$ cat src/design/cun_pkg.sv
// shared types and constants for the complex unit normalizer
// no dependencies; used by every module of the block
package cun_pkg;

  // sample format: SampleBits bits, one integer bit, the rest fraction
  localparam int SampleBits = 16;
  // width of the quotient, wide enough to hold plus one at the sample format
  localparam int QBits      = SampleBits + 1;
  // squares and the right-hand side of the root compare
  localparam int SqBits     = 2 * SampleBits;
  localparam int RhsBits    = 4 * SampleBits;
  // running sums of the bit-serial compare, signed
  localparam int AccBits    = 4 * SampleBits + 3;
  // pipeline depth from an accepted beat to its result strobe
  localparam int Latency    = SampleBits + 3;

  localparam logic [QBits-1:0] FullScale = QBits'(1) << (SampleBits - 1);

  typedef struct packed {
    logic signed [SampleBits-1:0] re_in;
    logic signed [SampleBits-1:0] im_in;
  } cun_in_t;

  typedef struct packed {
    logic signed [SampleBits-1:0] re_out;
    logic signed [SampleBits-1:0] im_out;
  } cun_out_t;

  // one part of the sample as it moves down the quotient stages
  typedef struct packed {
    logic                      neg;
    logic [QBits-1:0]          q;
    logic signed [AccBits-1:0] s;    // (2q-1)^2 * norm
    logic signed [AccBits-1:0] p;    // (2q-1) * norm
    logic signed [AccBits-1:0] rhs;  // 4 * mag^2 * FullScale^2
  } cun_lane_t;

  typedef struct packed {
    logic             valid;
    logic [SqBits-1:0] norm;
    cun_lane_t        re;
    cun_lane_t        im;
  } cun_stage_t;

endpackage

$ cat src/design/cun_prep.sv
// front stages: magnitudes, squares and the seed of the quotient search
// depends on cun_pkg
module cun_prep (
  input  logic            clk_i,
  input  logic            rst_ni,
  input  logic            valid_i,
  input  cun_pkg::cun_in_t in_i,
  output cun_pkg::cun_stage_t stage_o
);
  import cun_pkg::*;

  logic                  v1_q, v2_q;
  logic                  neg_re_q, neg_im_q, neg_re2_q, neg_im2_q;
  logic [SampleBits-1:0] abs_re_q, abs_im_q;
  logic [SqBits-1:0]     sq_re_q, sq_im_q, norm_q;
  logic [SqBits-1:0]     sq_re_d, sq_im_d;

  // valid bits
  always_ff @(posedge clk_i or negedge rst_ni) begin
    if (!rst_ni) begin
      v1_q <= 1'b0;
      v2_q <= 1'b0;
    end else begin
      v1_q <= valid_i;
      v2_q <= v1_q;
    end
  end

  // stage one: absolute values, the most negative code maps to plus one
  always_ff @(posedge clk_i) begin
    neg_re_q <= in_i.re_in[SampleBits-1];
    neg_im_q <= in_i.im_in[SampleBits-1];
    abs_re_q <= in_i.re_in[SampleBits-1] ? SampleBits'(-in_i.re_in) : in_i.re_in;
    abs_im_q <= in_i.im_in[SampleBits-1] ? SampleBits'(-in_i.im_in) : in_i.im_in;
  end

  // stage two: squares and squared norm
  always_comb begin
    sq_re_d = SqBits'(abs_re_q) * SqBits'(abs_re_q);
    sq_im_d = SqBits'(abs_im_q) * SqBits'(abs_im_q);
  end

  always_ff @(posedge clk_i) begin
    neg_re2_q <= neg_re_q;
    neg_im2_q <= neg_im_q;
    sq_re_q   <= sq_re_d;
    sq_im_q   <= sq_im_d;
    norm_q    <= sq_re_d + sq_im_d;
  end

  // seed with q = 0, so 2q-1 = -1
  always_comb begin
    stage_o.valid  = v2_q;
    stage_o.norm   = norm_q;
    stage_o.re.neg = neg_re2_q;
    stage_o.re.q   = '0;
    stage_o.re.s   = AccBits'(norm_q);
    stage_o.re.p   = -AccBits'(norm_q);
    stage_o.re.rhs = AccBits'({sq_re_q, {SqBits{1'b0}}});
    stage_o.im.neg = neg_im2_q;
    stage_o.im.q   = '0;
    stage_o.im.s   = AccBits'(norm_q);
    stage_o.im.p   = -AccBits'(norm_q);
    stage_o.im.rhs = AccBits'({sq_im_q, {SqBits{1'b0}}});
  end

endmodule

$ cat config.mk
export PLATFORM = sky130hd
export DESIGN_NAME = cun_prep
export DESIGN_NICKNAME = d
export VERILOG_FILES = /design/src/design/cun_pkg.sv /design/src/design/cun_prep.sv
export SDC_FILE = /design/constraint.sdc
export NUM_CORES = 1
export LEC_CHECK = 0
export BUFFER_PORTS_ARGS = -buffer_cell sky130_fd_sc_hd__buf_4
export CAP_MARGIN = 20
export CORE_UTILIZATION = 52
export DETAILED_ROUTE_END_ITERATION = 8
export GPL_TIMING_DRIVEN = 0
export PLACE_DENSITY = 0.92
export REMOVE_ABC_BUFFERS = 1
export SLEW_MARGIN = 10
export SYNTH_ARGS = -nofsm -noshare
export SYNTH_HDL_FRONTEND = slang
export SYNTH_SLANG_ARGS = --single-unit
$ cat constraint.sdc
create_clock -name clk_i -period 7.55 [get_ports clk_i]
set_input_delay 1.51 -clock clk_i [delete_from_list [all_inputs] [get_ports clk_i]]
set_output_delay 1.51 -clock clk_i [all_outputs]
set_load 0.01 [all_outputs]
# ---- Yosys cells after proc, flatten, opt, wreduce, memory -nomap -nowiden
# Index checks and enable logic that the tools add are counted.
dict set report word_totals {
  in_bits 35
  word_cells 21
  regBits 134
}
dict set report classes {
  mul 2
  addsub 4
  n_mux 2
}
# operator n
set ops {}
lappend ops {{32-bit negation with 67-bit output} 1}
lappend ops {{16-bit by 16-bit multiplier with 32-bit output} 2}
lappend ops {{32-bit adder} 1}
lappend ops {{16-bit negation} 2}
lappend ops {{15-bit two-way mux} 2}

# ---- Depth between registers and ports, before layout
# Gate-level depths: netlist of run 1.
dict set report logic_depth {
  ltp_word 2
  depth_mapped 37
  ltp_nobuf 36
}

# ---- Worst setup path after synthesis of run 1
# No wires, ideal clock.
dict set report synth_timing {
  path_type {reg-to-reg}
  from {register abs_im_q[1]}
  to {register norm_q[30]}
  path_stages_with_launch 37
  setup_slack_ns -0.409
  t_required_ns 7.428
  n_path_buf 2
  period_less_slack_ns 7.959
  t_arrival_ns 7.837
  path_cell_list {dfxtp_1 clkbuf_1 clkbuf_1 and2_1 fa_1 inv_1 fa_1 inv_1 fa_1 inv_1 fa_1 inv_1 fa_1 inv_1 fa_1 inv_1 ha_1 o211ai_1 nor2_1 o21ai_0 nand2_1 a21o_1 a21oi_1 o21bai_1 a21oi_1 xnor2_1 ha_1 a2111o_1 or2_2 o211ai_1 o21ai_1 a21oi_1 nand2b_1 nor3_1 a211oi_1 o21ai_1 a311o_1}
}
dict set report synth_via {
  elab_chain_len 2
}
# element line
set synth_lines {}
lappend synth_lines {{start: declaration} cun_prep.sv:14} ;# logic [SampleBits-1:0] abs_re_q, abs_im_q;
lappend synth_lines {{start signal: assignment} cun_prep.sv:34} ;# abs_im_q <= in_i.im_in[SampleBits-1] ? SampleBits'(-in_i.im_in) : in_i.im_in;
lappend synth_lines {{16-bit by 16-bit multiplier with 32-bit output} cun_prep.sv:40} ;# sq_im_d = SqBits'(abs_im_q) * SqBits'(abs_im_q);
lappend synth_lines {{via sq_im_d[17]} cun_prep.sv:16} ;# logic [SqBits-1:0] sq_re_d, sq_im_d;
lappend synth_lines {{32-bit adder} cun_prep.sv:48} ;# norm_q <= sq_re_d + sq_im_d;
lappend synth_lines {{end signal: assignment} cun_prep.sv:48}
lappend synth_lines {{end: declaration} cun_prep.sv:15} ;# logic [SqBits-1:0] sq_re_q, sq_im_q, norm_q;
# The timed path passes the listed nets, and every way through them passes these cells.
# A chain may end at the register's enable or synchronous reset.

# ---- Worst setup path in the final report of run 1
dict set report layout_timing {
  from {register abs_im_q[9]}
  to {register norm_q[30]}
}
# Same word-level chain as after synthesis.

==> metrics.csv, run 1 <==
metric,value,unit
dominant synthesized flop cell,dfxtp_1,
core area,42200,µm²
DR DRC count,0,
port bufs,329,
GPL Wtd Cong,0.911,
largest net degree at the start of global routing,36,
critical path type,reg -> reg,
# IOs,506,
slew margin rel.,34.4,%
CP max stage delay,0.57,ns
share of Yosys cell area claimed by the top area cell type,28.9,%
Syn Area/Cell,8.90,µm²
"CP delay by family, top",adder cells,
TritonCTS clock tree,yes,
vias in the first global route,18200,
worst path bufs/invs,7,
FF+latch area,2770,µm²
layout filler cell count,3399,
Clock transition at path regs,0.06,ns
Clock Latency Late Sink,0.47,ns
Setup crit end kind,register,
multi-input logic area,16800,µm²
WL/cell,17.9,µm
library cells used by synthesis,64,
post-synth top area cell,fa_1,
Max clock buf depth,2,
max-slew violations,0,
Worst Skew,0.0162,ns
final instance area,26100,µm²
routed vias,17600,
most instantiated library cell after synthesis,inv_1,
crit-path max FO,6,
crit path time final,7.96,ns
Post-synth EDFFs,0,
synthesis-to-layout area growth,16.4,%
required time worst endpoint,7.90,ns
clk root buf,clkbuf_16,
nets@finish,3386,
share of cells above drive strength 1,23.5,%
antenna-violating nets left,0,
Inst Count DP,3179,
Synth area leaders,"fa_1 29%, ha_1 13%, dfxtp_1 12%, buf_4 11%, inv_1 7.9%",
Post-Layout Cell Count,3341,
CTS Sinks,132,
Die Wd,210,µm
Max Cap Viol,0,
area of placed instances,23600,µm²
die area,43900,µm²
initial antenna violation count,2,
"Top cell by count, worst path",fa_1,
die height,210,µm
gr ovfl total,0,
worst hold path type,reg -> reg,
Mapped Cells,2519,
"top cells by count, synth","473 x inv_1, 323 x fa_1, 315 x buf_4, 239 x ha_1, 202 x nand2_1",
RSZ-0062 raised after global routing,yes,
CP max-delay cell,fa_1,
Starting Density,53.1,%
Post-DP HPWL,46.4,mm
crit path DAT,8.32,ns
Slew @ Worst Pin,0.983,ns
final hold violations,0,
site row count,75,
outcome,"complete, but fails checks",
"Warnings, synthesis",0,
"Worst Setup Slack, final",-0.413,ns
Async SR Flop Fraction,1.52,%
cts bufs inserted,17,
fmax,126,MHz
cts hold-fix bufs,0,
"Cell Area, Synth",22400,µm²
final wirelength,60.0,mm
Synth Register Bits,132,
CP startpoint kind,register,
Tcrit/Tclk final,105,%
H-Tree Depth,4,
"Seq/Total Area, Yosys",11.8,%
Vias/cell,5.26,
Initial DRT Pass Iterations,5,
failing checks,setup timing,
gr usage total,27.6,%
setup violators final,7,
first-pass GRT wire length,92.8,mm
initial DRC count,956,
per-layer routing:
layer  GRT usage [%]  up-vias  wire [µm]
met4            15.9        2       3300
li1                -     7893          -
met3            4.85      189       4320
met2            50.0      846      31000
met1            30.3     8633      21300
met5               0        -         13
flip-flops by register name, summed over array words and instances (netlist names):
| signal | count |
|---|---|
| norm_q | 32 |
| sq_im_q | 31 |
| sq_re_q | 31 |
| abs_im_q | 16 |
| abs_re_q | 16 |
| neg_im2_q | 1 |
| neg_im_q | 1 |
| neg_re2_q | 1 |
| neg_re_q | 1 |
| v1_q | 1 |
| v2_q | 1 |
stage by stage:
step,utilization (%),setup slack [ns],hold slack [ns],setup TNS (ns)
floorplan,-,-0.212,0.310,-0.332
global placement,55.9,-1.64,0.310,-12.09
detailed placement,55.9,-1.71,0.314,-13.27
CTS,61.3,-0.259,0.328,-0.350
global route,61.7,-0.619,0.336,-3.06
finish,61.7,-0.413,0.326,-1.35
cell type report:
type	instances	share of cell area, %
inverter	473	6.82
clock inverter	12	0.600
clock buffer	19	1.70
timing repair buffer	459	13.3
antenna	1	0.00960
tap	539	2.59
sequential	132	10.6
multi-input combinational	1706	64.3
what timing repair did:
| item | 4_1_cts | 5_1_grt |
|---|---|---|
| pin swaps | 65 | 33 |
| resized for setup | 188 | 25 |
| buffers inserted | 120 | 11 |
| endpoints found under the setup margin | 14 | 11 |
cell usage in the layout, fill, tap and decap left out, types with 34 or more instances in the layout:
| master | netlist | final |
|---|---|---|
| nor2_1 | 68 | 64 |
| xor2_1 | 51 | 40 |
| nand2_1 | 202 | 195 |
| fa_1 | 323 | 323 |
| dfxtp_1 | 130 | 98 |
| inv_1 | 473 | 462 |
| conb_1 | 1 | 176 |
| or4_1 | 34 | 34 |
| and2_1 | 109 | 106 |
| o21ai_0 | 54 | 44 |
| xnor2_1 | 114 | 102 |
| buf_4 | 315 | 455 |
| ha_1 | 239 | 215 |
| a21oi_1 | 79 | 65 |
final timing paths:
path,startpoint,end,slack (ns),cells past startpoint
setup / recovery,abs_im_q[9],norm_q[30],-0.41,35
hold / removal,neg_re_q,neg_re2_q,0.33,0
setup reg to reg,abs_im_q[9],norm_q[30],-0.41,35
hold reg to reg,neg_re_q,neg_re2_q,0.33,0
max in group asynchronous,rst_ni,v1_q,6.65,1
min in group asynchronous,rst_ni,v2_q,0.81,1
kinds of logic (layout without fill, tap and decap cells):
group	count (synthesis)	in the layout	synth area share (%)
buf+inv	856	963	19.6
fa+ha+maj	562	562	42.2
simple gates	542	542	12.2
compound gates	254	254	7.30
xor+xnor	167	167	6.59
flops	132	132	11.8
mux	5	5	0.240
other cells	1	177	0.0167
worst reg2reg max path: cells and delay by family, from the launching register on:
family                   cells  cell delay (ns)
adder cells (fa/ha/maj)      8             3.72
AO/OA/AOI/OAI               13             2.15
XOR/XNOR                     1             0.18
buffers and inverters        7             0.48
flip-flops                   1             0.38
AND/OR/NAND/NOR              6             0.92
Power of run 1 is left out: the tool's default activity adds up to more than one toggle a clock period on the data nets, which glitch-free logic cannot reach.
==> run 2: changes to the inputs <==
- ABC_AREA: default -> 1
==> run 2 against run 1 <==
The run now ends clean. Maximum frequency is 9.8% higher. Sequential share of layout area is 0.12 points higher. Non-clock buffer count is 110 lower. Die area is 4.4% higher. First-iteration DRC count is 77% higher. Core utilization is 3.6 points lower. Synthesized cell count is 19% higher. Cell count is 13% higher. Design area is 1.1% lower. Global-route usage is 1.2 points higher.
==> metrics.csv, run 2 <==
metric,value,unit
outcome,"finished, final reports clean",
synthesis-to-layout area growth,10.2,%
CP startpoint kind,register,
setup violators final,0,
H-Tree Depth,4,
"Cell Area, Synth",23400,µm²
dominant synthesized flop cell,dfxtp_1,
Largest regs,"norm_q x32, sq_im_q x31, sq_re_q x31",
Max Cap Viol,0,
initial antenna violation count,1,
Starting Density,52.8,%
TritonCTS clock tree,yes,
fmax,138,MHz
critical path type,reg -> reg,
Slew @ Worst Pin,1.01,ns
Tcrit/Tclk final,96.0,%
Mapped Cells,3002,
die area,45800,µm²
DR DRC count,0,
"Warnings, synthesis",0,
share of Yosys cell area claimed by the top area cell type,27.6,%
library cells used by synthesis,42,
Clock transition at path regs,0.08,ns
Top reg by flops,norm_q,
site row count,77,
ant diodes,0,
"top cells by count, synth","710 x inv_1, 627 x nand2_1, 323 x fa_1, 315 x buf_4, 239 x ha_1",
nets@finish,3762,
Syn Area/Cell,7.79,µm²
worst hold path type,reg -> reg,
final hold violations,0,
Total Neg Setup Slack,0,ns
die height,214,µm
initial DRC count,1688,
gr usage total,28.8,%
"commonest cells after routing, fill and taps aside","710 x inv_1, 625 x nand2_1, 348 x buf_4, 323 x fa_1, 237 x ha_1",
crit path time final,7.25,ns
"Worst Setup Slack, final",0.300,ns
final hold slack,0.322,ns
clk root buf,clkbuf_16,
"Seq/Total Area, Yosys",11.3,%
crit-path max FO,17,
max reg flops,32,
slew margin rel.,32.3,%
Post-DP HPWL,53.2,mm
vias in the first global route,19600,
# IOs,506,
Die Wd,214,µm
Synth area leaders,"fa_1 28%, ha_1 13%, inv_1 11%, dfxtp_1 11%, buf_4 10%",
final wirelength,66.3,mm
port bufs,329,
Setup crit end kind,register,
most instantiated library cell after synthesis,inv_1,
Synth Register Bits,132,
Worst Skew,0.0163,ns
GPL Wtd Cong,0.959,
crit path DAT,7.61,ns
core area,44300,µm²
Post-synth EDFFs,0,
post-synth top area cell,fa_1,
CTS Sinks,132,
WL/cell,17.6,µm
gr ovfl total,0,
first-pass GRT wire length,102,mm
max-slew violations,0,
largest net degree at the start of global routing,21,
"worst slack, placed",-0.480,ns
cts hold-fix bufs,0,
Vias/cell,5.11,
Max clock buf depth,2,
post-layout util,58.2,%
antenna-violating nets left,0,
share of cells above drive strength 1,15.3,%
Async SR Flop Fraction,1.52,%
Clock Latency Late Sink,0.48,ns
required time worst endpoint,7.91,ns
"commonest non-fill, non-tap cell in the layout",inv_1,
cts bufs inserted,17,
Initial DRT Pass Iterations,7,
routed vias,19300,
-- run 2: changes by cell type in the layout (fill, tap and decap cells not counted), sizes merged, moves of 23 or more --
| cell | delta |
|---|---|
| xnor2 | -54 |
| xor2 | +38 |
| o21ai | -28 |
| nand3 | +43 |
| nand4 | +24 |
| or4 | -34 |
| inv | +242 |
| buf | -111 |
| a21o | -23 |
| nor2 | +63 |
| nand2 | +435 |
| and2 | -106 |
-- run 2: final timing paths --
path                              start         end  slack (ns)  cells past startpoint
setup / recovery           abs_re_q[14]  norm_q[30]        0.30                     27
hold / removal                 neg_im_q   neg_im2_q        0.32                      0
setup reg to reg           abs_re_q[14]  norm_q[30]        0.30                     27
hold reg to reg                neg_im_q   neg_im2_q        0.32                      0
max in group asynchronous        rst_ni        v1_q        6.64                      1
min in group asynchronous        rst_ni        v2_q        0.82                      1
-- run 2: final cells by class --
type	count	area, µm²
fill	3641	18500
multi-input combinational	1954	16400
sequential	132	2770
inverter	711	2670
timing repair buffer	349	2630
tap	592	741
clock buffer	19	443
clock inverter	13	171
-- run 2: worst max-delay path: stages, from the launching register on --
cell	delay (ns)
dfxtp_4	0.50
nand2_1	0.12
fa_1	0.56
inv_1	0.08
fa_1	0.51
fa_1	0.52
fa_1	0.54
fa_1	0.55
inv_1	0.05
fa_1	0.52
inv_1	0.04
ha_1	0.37
nand2_1	0.16
inv_1	0.06
a21oi_1	0.14
nand2_1	0.13
a31oi_4	0.22
inv_1	0.08
a21oi_2	0.17
xnor2_2	0.16
ha_4	0.34
nand2_1	0.13
nor4_4	0.41
nand4_1	0.22
nand3_1	0.26
nand3_1	0.14
nand4_1	0.09
nand2_1	0.06
-- run 2: metrics by stage --
step	area [µm²]	cells
6_report	25800	3770
3_5_place_dp	24600	3718
2_1_floorplan	21400	2797
3_3_place_gp	24600	3718
4_1_cts	25300	3751
5_1_grt	25800	3770
-- run 2: timing repair --
| action | CTS | global route |
|---|---|---|
| cloned | 0 | 0 |
| resized for setup | 39 | 71 |
| hold endpoints to repair | 0 | 0 |
| setup endpoints to repair | 9 | 10 |
| buffers inserted | 1 | 19 |
| pin swaps | 1 | 9 |
-- run 2: cell families (layout without fill, tap and decap cells) --
group,count (synthesis),count (layout),synth area share (%)
other,1,176,0.0160
buffers and inverters,1091,1092,22.6
AOI/OAI and AO/OA,149,149,3.51
muxes,2,2,0.0963
adders and majority gates,562,562,40.4
xor gates and xnor gates,151,151,5.65
and+or+nand+nor,914,914,16.4
DFF,132,132,11.3
-- run 2: layer usage --
layer  track usage (%)  routed length [µm]
met1              32.9               24200
met2              48.7               32000
met3              5.86                5390
met4              18.9                4730
met5                 0                  13
Power of run 2 is left out for the same reason.
