## src/design/cun_pkg.sv

```systemverilog
// shared types and constants for the complex unit normalizer
// no dependencies; used by every module of the block
package cun_pkg;

  // sample format: SampleBits bits, one integer bit, the rest fraction
  localparam int SampleBits = 16;
  // width of the quotient, wide enough to hold plus one at the sample format
  localparam int QBits      = SampleBits + 1;
  // squares and the right-hand side of the root compare
  localparam int SqBits     = 2 * SampleBits;
  localparam int RhsBits    = 4 * SampleBits;
  // running sums of the bit-serial compare, signed
  localparam int AccBits    = 4 * SampleBits + 3;
  // pipeline depth from an accepted beat to its result strobe
  localparam int Latency    = SampleBits + 3;

  localparam logic [QBits-1:0] FullScale = QBits'(1) << (SampleBits - 1);

  typedef struct packed {
    logic signed [SampleBits-1:0] re_in;
    logic signed [SampleBits-1:0] im_in;
  } cun_in_t;

  typedef struct packed {
    logic signed [SampleBits-1:0] re_out;
    logic signed [SampleBits-1:0] im_out;
  } cun_out_t;

  // one part of the sample as it moves down the quotient stages
  typedef struct packed {
    logic                      neg;
    logic [QBits-1:0]          q;
    logic signed [AccBits-1:0] s;    // (2q-1)^2 * norm
    logic signed [AccBits-1:0] p;    // (2q-1) * norm
    logic signed [AccBits-1:0] rhs;  // 4 * mag^2 * FullScale^2
  } cun_lane_t;

  typedef struct packed {
    logic             valid;
    logic [SqBits-1:0] norm;
    cun_lane_t        re;
    cun_lane_t        im;
  } cun_stage_t;

endpackage

```

## src/design/cun_step.sv

```systemverilog
// one quotient bit for both parts: try setting bit BIT_IDX, keep it if it fits
// depends on cun_pkg
module cun_step #(
  parameter int BIT_IDX = 0
) (
  input  logic                clk_i,
  input  logic                rst_ni,
  input  cun_pkg::cun_stage_t stage_i,
  output cun_pkg::cun_stage_t stage_o
);
  import cun_pkg::*;

  localparam logic [QBits-1:0] Bit = QBits'(1) << BIT_IDX;

  cun_stage_t stage_d, stage_q;
  logic valid_q;
  logic signed [AccBits-1:0] norm_p, norm_s;

  // norm terms for d -> d + 2*bit
  assign norm_p = AccBits'(stage_i.norm) <<< (BIT_IDX + 1);
  assign norm_s = AccBits'(stage_i.norm) <<< (2 * BIT_IDX + 2);

  function automatic cun_lane_t step_lane(cun_lane_t l, logic signed [AccBits-1:0] np,
                                          logic signed [AccBits-1:0] ns);
    cun_lane_t r;
    logic [QBits-1:0] t;
    logic signed [AccBits-1:0] s_try;
    r     = l;
    t     = l.q | Bit;
    s_try = l.s + (l.p <<< (BIT_IDX + 2)) + ns;
    if (t <= FullScale && s_try <= l.rhs) begin
      r.q = t;
      r.s = s_try;
      r.p = l.p + np;
    end
    return r;
  endfunction

  // trial of this bit on both parts
  always_comb begin
    stage_d       = stage_i;
    stage_d.re    = step_lane(stage_i.re, norm_p, norm_s);
    stage_d.im    = step_lane(stage_i.im, norm_p, norm_s);
  end

  always_ff @(posedge clk_i or negedge rst_ni) begin
    if (!rst_ni) begin
      valid_q <= 1'b0;
    end else begin
      valid_q <= stage_i.valid;
    end
  end

  always_ff @(posedge clk_i) begin
    stage_q <= stage_d;
  end

  always_comb begin
    stage_o       = stage_q;
    stage_o.valid = valid_q;
  end

endmodule

```

## config.mk

```make
export PLATFORM = sky130hd
export DESIGN_NAME = cun_step
export DESIGN_NICKNAME = d
export VERILOG_FILES = /design/src/design/cun_pkg.sv /design/src/design/cun_step.sv
export SDC_FILE = /design/constraint.sdc
export NUM_CORES = 1
export LEC_CHECK = 0
export BUFFER_PORTS_ARGS = -buffer_cell sky130_fd_sc_hd__buf_2
export CAP_MARGIN = 20
export CORE_AREA = 10 10 357 359
export CTS_CLUSTER_DIAMETER = 100
export DETAILED_ROUTE_END_ITERATION = 6
export DIE_AREA = 0 0 367 369
export GPL_TIMING_DRIVEN = 0
export HOLD_SLACK_MARGIN = 0.08
export PLACE_DENSITY = 0.51
export SLEW_MARGIN = 20
export SYNTH_ARGS = -nofsm -noshare
export SYNTH_HDL_FRONTEND = slang
export SYNTH_SLANG_ARGS = --single-unit
export TNS_END_PERCENT = 100
```

## constraint.sdc

```tcl
create_clock -name clk_i -period 0.8 [get_ports clk_i]
set_input_delay 0.12 -clock clk_i [delete_from_list [all_inputs] [get_ports clk_i]]
set_output_delay 0.12 -clock clk_i [all_outputs]
set_load 0.01 [all_outputs]
```

Word-level counts from Yosys, hierarchy flattened
Index checks and enable logic that the tools add are counted.
{"block": "word_totals", "ff_bits": 471, "out_inout_bits": 471, "elab_cells": 28, "inputBits": 473}
{"block": "classes", "n_addsub": 6, "reduce_logical": 2, "n_lt_le_gt_ge": 4, "mux": 2}
{"cell": "2-to-1 mux 134 bit", "n": 2}
{"cell": "adder 67 x 34 -> 67 bit", "n": 2}
{"cell": "adder 67 x 35 -> 67 bit", "n": 2}
{"cell": "adder 67 bit", "n": 2}
{"cell": "<= comparator 67 bit", "n": 2}
{"cell": "<= comparator 17 x 16 -> 1 bit (second input constant)", "n": 2}
{"cell": "logical AND 1 bit", "n": 2}

Logic depth before layout (Yosys ltp)
Gate-level depths: netlist (run 1).
{"block": "logic_depth", "ltp_word": 5, "mapped_depth": 26, "ltp_nobuf": 25}

Worst setup path before layout (run 1)
No wires, ideal clock.
{"block": "synth_path", "path_type": "input -> register", "startpoint": "input port stage_i[287] (netlist bit)", "endpoint": "register stage_q, in the netlist stage_o[369]", "required_ps": 679, "t_arrival_ps": 5654, "path_buffers": 2, "setup_slack_ps": -4975, "setup_time_ps": 121, "path_stages": 25, "path_cell_list": "fa_1 > ha_1 > inv_1 > fa_1 > nand2b_1 > a21oi_1 > o211ai_1 > a31oi_1 > o31ai_1 > a21boi_0 > a21oi_1 > o21bai_1 > a21boi_0 > xnor2_1 > ha_1 > nand4_1 > nor4_1 > and4b_1 > and3_1 > a2111oi_2 > mux2i_1 > nor4_4 > buf_2 > buf_2 > mux2_2"}
{"element": "from (decl)", "line": "cun_step.sv:8", "rtl": "input cun_pkg::cun_stage_t stage_i,"}
{"element": "to (signal assigned)", "line": "cun_step.sv:55", "rtl": "stage_q <= stage_d;"}
{"element": "to (decl)", "line": "cun_step.sv:15", "rtl": "cun_stage_t stage_d, stage_q;"}

==> results of run 1 <==
-- area by class of cell --
| class | instances | area share |
|---|---|---|
| Buffer | 75 | 0.0169 |
| Antenna cell | 21 | 0.00109 |
| Clock buffer | 76 | 0.0345 |
| Multi-Input combinational cell | 2336 | 0.438 |
| Tap cell | 1612 | 0.0418 |
| Sequential cell | 471 | 0.196 |
| Timing Repair Buffer | 1639 | 0.248 |
| Clock inverter | 35 | 0.00773 |
| Inverter | 206 | 0.0160 |
-- where the power goes --
part           internal, W  switching [W]
sequential          0.0260       0.000782
clock               0.0164         0.0121
combinational       0.0202         0.0253
-- layout by cell type, fill, tap and decap left out, types with 13 or more instances in the layout --
master                          Yosys  final
sky130_fd_sc_hd__buf_2             26    909
sky130_fd_sc_hd__dlygate4sd3_1      0    562
sky130_fd_sc_hd__dfxtp_1          470    470
sky130_fd_sc_hd__ha_1             388    353
sky130_fd_sc_hd__a21oi_1          262    229
sky130_fd_sc_hd__inv_1            206    203
sky130_fd_sc_hd__nand2_1          173    165
sky130_fd_sc_hd__xnor2_1          152    140
sky130_fd_sc_hd__mux2_4             0    134
sky130_fd_sc_hd__nor2_1           156    127
sky130_fd_sc_hd__buf_4              1    122
sky130_fd_sc_hd__o21ai_0          137    113
sky130_fd_sc_hd__a21o_1            97     97
sky130_fd_sc_hd__xor2_1           101     93
sky130_fd_sc_hd__nand4_1           89     89
sky130_fd_sc_hd__clkbuf_16          0     78
sky130_fd_sc_hd__nand3_1           77     64
sky130_fd_sc_hd__fa_1              68     62
sky130_fd_sc_hd__mux2_2           171     44
sky130_fd_sc_hd__clkbuf_1          59     38
sky130_fd_sc_hd__nor3_1            55     36
sky130_fd_sc_hd__and3_1            34     29
sky130_fd_sc_hd__buf_12             0     29
sky130_fd_sc_hd__a211oi_1          31     25
sky130_fd_sc_hd__buf_6              0     25
sky130_fd_sc_hd__o21bai_1          26     23
sky130_fd_sc_hd__a21oi_2            0     22
sky130_fd_sc_hd__nor2_4             0     22
sky130_fd_sc_hd__ha_4               0     22
sky130_fd_sc_hd__diode_2            0     21
sky130_fd_sc_hd__o21ai_1            3     20
sky130_fd_sc_hd__nand2b_1          23     19
sky130_fd_sc_hd__o211ai_1          18     18
sky130_fd_sc_hd__nor2b_1           20     18
sky130_fd_sc_hd__a31oi_1           21     17
sky130_fd_sc_hd__o21a_1            19     16
sky130_fd_sc_hd__ha_2               0     13
-- metal layers --
layer / share of wire / global-route usage / up-vias / wire (um)
met5: 0.0018 / 0.00498 / - / 287
met4: 0.024 / 0.0512 / 42 / 3900
met3: 0.080 / 0.0641 / 240 / 12800
met2: 0.46 / 0.355 / 1112 / 73300
met1: 0.43 / 0.280 / 15100 / 69100
li1: - / - / 14600 / -
-- flip-flops by register name, summed over array words and instances (netlist names) --
register,cells
stage_o,470
valid_q,1
-- worst paths after layout --
| kind | to | depth (start not counted) | slack [ns] | start |
|---|---|---|---|---|
| min in group asynchronous | valid_q$_DFF_PN0_ | 3 | 0.29 | rst_ni |
| min | stage_o[439]$_DFF_P_ | 1 | -0.42 | stage_i[439] |
| max in group asynchronous | valid_q$_DFF_PN0_ | 3 | 0.41 | rst_ni |
| max | stage_o[369]$_DFF_P_ | 25 | -5.04 | stage_i[357] |
-- through the flow --
stage	std cells	hold slack [ns]	utilization
floorplan	3100	-0.176	-
global placement	5655	-0.105	0.307
detailed placement	5656	-0.104	0.308
CTS	6369	-0.454	0.382
global route	6464	-0.450	0.402
finish	6471	-0.416	0.403
-- logic make-up after synthesis --
kind of cell	count (synthesis)
AOI/OAI and AO/OA	732
xor gates and xnor gates	253
and+or+nand+nor	711
muxes	183
adders and majority gates	456
DFF	471
buffers and inverters	294
-- what timing repair did --
item                                    CTS  global route
pin swaps                                48           134
gates resized for setup                 206           311
cloned                                    2            17
buffers inserted                         46            70
hold endpoints to repair                472            10
endpoints found under the setup margin  735           739
hold buffers                            557             5
==> out/metrics.cfg, run 1 <==
[run_status]
outcome = finished with violations
failed_checks = hold timing, setup timing

[synth]
synth_async_sr_flop_share = 0.00212
syn_avg_cell_area_um2 = 9.42
combinational_family_with_the_most_area_after_synthesis = adder cells
number_of_enable_type_register_cells_in_the_synthesized_netlist = 0
yosys.cell_types.count = 77
synth_warnings = 0
netlist_instances = 3100
synthMuxAreaShare = 0.0704
leading_cell_type_by_number_of_instances_after_synthesis = sky130_fd_sc_hd__dfxtp_1
synth.top_cells.by_count = sky130_fd_sc_hd__dfxtp_1 (470), sky130_fd_sc_hd__ha_1 (388), sky130_fd_sc_hd__a21oi_1 (262)
synth-adder-area-share = 0.213
synthTopCellsByArea = sky130_fd_sc_hd__dfxtp_1 (32%), sky130_fd_sc_hd__ha_1 (17%), sky130_fd_sc_hd__mux2_2 (6.6%)
synth_fp_nets = 4029
synth-xor-area-share = 0.0759
synth_area_um2 = 29200
synth_top_flop_cell = sky130_fd_sc_hd__dfxtp_1
synth.ff_latch_count = 471
synth_sequential_area_ratio = 0.323
yosysTopAreaCell = sky130_fd_sc_hd__dfxtp_1
yosys.area.top_type_share = 0.322
synth-compound-area-share = 0.157
synth-simple-area-share = 0.121

[timing]
timing.slew.headroom = 0.288
final.min_clock_period_ns = 5.84
final.setup.tns_ns = -1474.33
timing.final.max_slew_violations = 0
final_min_period_over_clock_period = 7.30
timing.final.setup_violations = 745
fmax_mhz = 171
final_hold_viol_count = 5
finalHoldWorstSlack_ns = -0.416
worst-slew-pin-transition_ns = 1.06
setup_ws_ns = -5.04
unrepaired_setup_endpoints_after_global_routing = true

[grt]
maximum_number_of_pins_on_one_net_before_global_route_repair = 15
grt-ovfl-total = 0
grt_pass1_wl_um = 220000
number_of_global_route_vias_before_repair = 31700
groute.usage.overall = 0.218
antenna_violations_before_repair = 61

[final_layout]
postLayoutCellArea_um2 = 48200
nets = 5718
fillCellCount = 12000
syn2layout_area_growth_pct = 65.2
regArea_um2 = 9430
post_route_cells_drive_above_1_share = 0.348
area_of_the_multi_input_gates_um2 = 21100

[pwr]
power_density_nw_per_um2 = 2090
cellLeakagePower_nw = 22.4
peakVddDrop_mv = 1.67
fin_total_pwr_w = 0.101

[drt]
average_vias_per_placed_instance = 4.81
vias_after_detailed_routing = 31100
first_iter_violations = 2026
detail_routed_net_length_per_standard_cell_um = 24.6
drt_pass1_iterations = 6
drc_violations = 0
postRouteWirelength_um = 159000
route.antenna.remaining_nets = 0

[clock_network]
cts_inserted_buffers = 60
clkSlewWorstSetupHoldPaths_ns = 0.06
htreeDepth = 2
cts_tree = yes
numClockSinks = 471
cts.path.max_buffers = 3
cts-root-buf = sky130_fd_sc_hd__clkbuf_16

[critical_path]
critical_path_arrival_ns = 6.39
required_ns = 1.35
critical_path.top_delay_family = compound AO/OA/AOI/OAI gates
worst_setup_path_end_kind = flop
timing.critical_path.slowest_stage_cell = sky130_fd_sc_hd__fa_2
cp.buffers_inverters = 5
critPathKind = in2reg
worstPathMaxFanout = 5
crit_path_start_kind = input pin
cpPeakStageDelay_ns = 0.61

[place]
gp_congestion = 0.886
pre_cts_ws_ns = -7.87
hpwlAfterDp_um = 125000
detailed_place.area_um2 = 36800
placement.io_buffers = 943

[die]
design.core.area_um2 = 120000
die_outline_area_um2 = 135000
die_y_um = 369
fp.dieW_um = 367
design.portCount = 944
initial_core_util = 0.244
std_cell_rows = 127

[run]
cap_viol_max_count = 0

[hold_path]
min-delay-path-class = in2reg

Power figures use the tool's default switching activity.
==> run 2, diff against run 1 <==
--- a/config.mk
+++ b/config.mk
@@ -5,15 +5,18 @@
 export SDC_FILE = /design/constraint.sdc
 export NUM_CORES = 1
 export LEC_CHECK = 0
+export ABC_AREA = 1
 export BUFFER_PORTS_ARGS = -buffer_cell sky130_fd_sc_hd__buf_2
 export CAP_MARGIN = 20
-export CORE_AREA = 10 10 357 359
+export CELL_PAD_IN_SITES_DETAIL_PLACEMENT = 1
+export CELL_PAD_IN_SITES_GLOBAL_PLACEMENT = 2
+export CORE_AREA = 10 10 364 366
 export CTS_CLUSTER_DIAMETER = 100
 export DETAILED_ROUTE_END_ITERATION = 6
-export DIE_AREA = 0 0 367 369
+export DIE_AREA = 0 0 374 376
 export GPL_TIMING_DRIVEN = 0
 export HOLD_SLACK_MARGIN = 0.08
-export PLACE_DENSITY = 0.51
+export PLACE_DENSITY = 0.88
 export SLEW_MARGIN = 20
 export SYNTH_ARGS = -nofsm -noshare
 export SYNTH_HDL_FRONTEND = slang
==> constraint.sdc (replaced) <==
create_clock -name clk_i -period 6.96 [get_ports clk_i]
set_input_delay 1.044 -clock clk_i [delete_from_list [all_inputs] [get_ports clk_i]]
set_output_delay 1.044 -clock clk_i [all_outputs]
set_load 0.01 [all_outputs]
==> run 2 against run 1 <==
The run now ends clean. Critical path depth fell by 1. Wire length grew 45%. Flip-flop and latch count unchanged. Via count rose by 39%. Sequential power decreased by 88%. Setup slack improved by 5.1 ns. Combinational power decreased by 88%. Synthesized cell count grew 83%. Area after synthesis grew 24%. Utilization shrank 4.3 points. First-iteration DRC count is 77% higher. Critical path type unchanged. Highest routed layer unchanged.
==> out/metrics.cfg, run 2 <==
[synth]
syn_avg_cell_area_um2 = 6.39
netlist_instances = 5680
synth_warnings = 0
leading_cell_type_by_number_of_instances_after_synthesis = sky130_fd_sc_hd__nand2_1
yosys.cell_types.count = 35
synth_area_um2 = 36300
synth_async_sr_flop_share = 0.00212
number_of_enable_type_register_cells_in_the_synthesized_netlist = 0
synth_top_flop_cell = sky130_fd_sc_hd__dfxtp_1
yosysTopAreaCell = sky130_fd_sc_hd__dfxtp_1
synth.ff_latch_count = 471
synthTopCellsByArea = sky130_fd_sc_hd__dfxtp_1 (26%), sky130_fd_sc_hd__nand2_1 (20%), sky130_fd_sc_hd__ha_1 (13%)
synth_fp_nets = 6609
yosys.area.top_type_share = 0.259
synth_sequential_area_ratio = 0.260
synth.top_cells.by_count = sky130_fd_sc_hd__nand2_1 (1935), sky130_fd_sc_hd__inv_1 (829), sky130_fd_sc_hd__nor2_1 (537)

[run]
cap_viol_max_count = 0

[hold_path]
min_from = stage_i[432]
min-delay-path-class = in2reg
cell_depth_of_the_worst_min_delay_path = 1
hold_end = stage_o[432]$_DFF_P_

[die]
initial_core_util = 0.290
die_y_um = 376
std_cell_rows = 130
die_outline_area_um2 = 141000
fp.dieW_um = 374
design.portCount = 944
design.core.area_um2 = 125000

[clock_network]
htreeDepth = 2
numClockSinks = 471
clkSlewWorstSetupHoldPaths_ns = 0.06
cts_inserted_buffers = 55
cts.path.max_buffers = 3
cts_tree = yes
cts-root-buf = sky130_fd_sc_hd__clkbuf_16

[drt]
vias_after_detailed_routing = 43300
drc_violations = 0
detail_routed_net_length_per_standard_cell_um = 27.5
postRouteWirelength_um = 230000
drt_pass1_iterations = 6
route.antenna.remaining_nets = 0
average_vias_per_placed_instance = 5.17
first_iter_violations = 3591

[grt]
grt-ovfl-total = 0
groute.usage.overall = 0.311
antenna_violations_before_repair = 45
grt_pass1_wl_um = 318000
number_of_global_route_vias_before_repair = 43300
maximum_number_of_pins_on_one_net_before_global_route_repair = 16

[critical_path]
critical_path_arrival_ns = 7.42
required_ns = 7.51
worstPathMaxFanout = 10
crit_path_start_kind = input pin
worst_setup_path_end_kind = flop
critPathKind = in2reg

[timing]
unrepaired_setup_endpoints_after_global_routing = false
timing.final.setup_violations = 0
worst-slew-pin-transition_ns = 1.27
fmax_mhz = 145
setup_ws_ns = 0.0862
finalHoldWorstSlack_ns = 0.468
final.min_clock_period_ns = 6.87
final_min_period_over_clock_period = 0.988
timing.final.max_slew_violations = 0
final_hold_viol_count = 0
timing.slew.headroom = 0.153

[final_layout]
post_route_cells_drive_above_1_share = 0.165
syn2layout_area_growth_pct = 24.0
fillCellCount = 16500
final_common_cell = sky130_fd_sc_hd__nand2_1
nets = 7611
final_cell_mix = sky130_fd_sc_hd__nand2_1 (1933), sky130_fd_sc_hd__buf_2 (973), sky130_fd_sc_hd__inv_1 (829)
largest_reg_flops = 470
area_of_the_multi_input_gates_um2 = 23300
postLayoutCellArea_um2 = 45000
regArea_um2 = 9430

[place]
gp_congestion = 1.02
detailed_place.area_um2 = 43100
placement.io_buffers = 943
pre_cts_ws_ns = -0.678
hpwlAfterDp_um = 202000

[pwr]
fin_total_pwr_w = 0.0116
peakVddDrop_mv = 0.187
cellLeakagePower_nw = 24.8
power_density_nw_per_um2 = 258

[run_status]
outcome = complete, no violations

-- run 2: worst max path at each step --
stage | slack, ns | start | end
finish | 0.09 | stage_i[463] | stage_o[150]$_DFF_P_
CTS | 0.08 | stage_i[439] | stage_o[363]$_DFF_P_
global placement | -0.67 | stage_i[439] | stage_o[151]$_DFF_P_
floorplan | 2.15 | stage_i[68] | stage_o[195]$_DFF_P_
detailed placement | -0.68 | stage_i[439] | stage_o[151]$_DFF_P_
global route | 0.01 | stage_i[439] | stage_o[363]$_DFF_P_
-- run 2: per-layer routing --
metal | vias up | share of wire | global-route usage
li1 | 20000 | - | -
met1 | 21000 | 0.45 | 0.431
met2 | 1915 | 0.43 | 0.480
met3 | 316 | 0.090 | 0.0692
met4 | 10 | 0.033 | 0.0918
met5 | - | 0.00026 | 0
-- run 2: cell families (layout without fill, tap and decap cells) --
group	after synthesis	in the layout	share of synthesized area
other	0	8	0
AOI/OAI and AO/OA	512	512	0.0757
xor gates and xnor gates	144	144	0.0347
buffers and inverters	913	1952	0.0987
DFF	471	471	0.260
and+or+nand+nor	3184	3184	0.360
adders and majority gates	456	456	0.171
-- run 2: layout make-up --
type | instances | share of cell area
repair buffers | 945 | 0.105
clock inverters | 26 | 0.00781
well taps | 1650 | 0.0459
clock buffers | 68 | 0.0330
multi-input cells | 4296 | 0.518
plain buffers | 84 | 0.0106
diodes | 8 | 0.000445
flip-flops and latches | 471 | 0.210
inverters | 829 | 0.0691
-- run 2: worst max-delay path: stages --
cell and delay (ns):
sky130_fd_sc_hd__buf_2 0.53, sky130_fd_sc_hd__fa_1 0.54, sky130_fd_sc_hd__ha_1 0.40, sky130_fd_sc_hd__nand2_1 0.12, sky130_fd_sc_hd__nor2_1 0.22, sky130_fd_sc_hd__inv_1 0.13, sky130_fd_sc_hd__nor2_1 0.29, sky130_fd_sc_hd__a21oi_1 0.12
sky130_fd_sc_hd__nand2_1 0.27, sky130_fd_sc_hd__xor2_1 0.54, sky130_fd_sc_hd__ha_1 0.36, sky130_fd_sc_hd__nand2_1 0.09, sky130_fd_sc_hd__nor2_1 0.04, sky130_fd_sc_hd__nand2_1 0.28, sky130_fd_sc_hd__inv_1 0.25, sky130_fd_sc_hd__a21oi_2 0.41
sky130_fd_sc_hd__nand2_1 0.10, sky130_fd_sc_hd__nand2_1 0.09, sky130_fd_sc_hd__nand3_1 0.09, sky130_fd_sc_hd__nand3_2 0.29, sky130_fd_sc_hd__buf_4 0.30, sky130_fd_sc_hd__buf_2 0.41, sky130_fd_sc_hd__nand3_1 0.12, sky130_fd_sc_hd__nand2_1 0.33
-- run 2: what timing repair did --
action	CTS	global route
endpoints found under the setup margin	1	73
pin swaps	0	0
endpoints found under the hold margin	1	0
hold buffers	1	0
setup buffers	0	0
gates resized for setup	1	10
-- run 2: where the power goes --
part / total, W / leakage [nW] / internal [W] / switching [W]
combinational: 0.00546 / 19.9 / 0.00154 / 0.00392
clock: 0.00302 / 0.894 / 0.00174 / 0.00128
sequential: 0.00311 / 3.98 / 0.00301 / 0.0000950
-- run 2: metrics by stage --
step	utilization	TNS, ns	std cells
finish	0.360	0	8377
global placement	0.344	-57.83	8273
detailed placement	0.344	-62.49	8273
floorplan	-	0	5680
CTS	0.359	0	8368
global route	0.360	0	8371
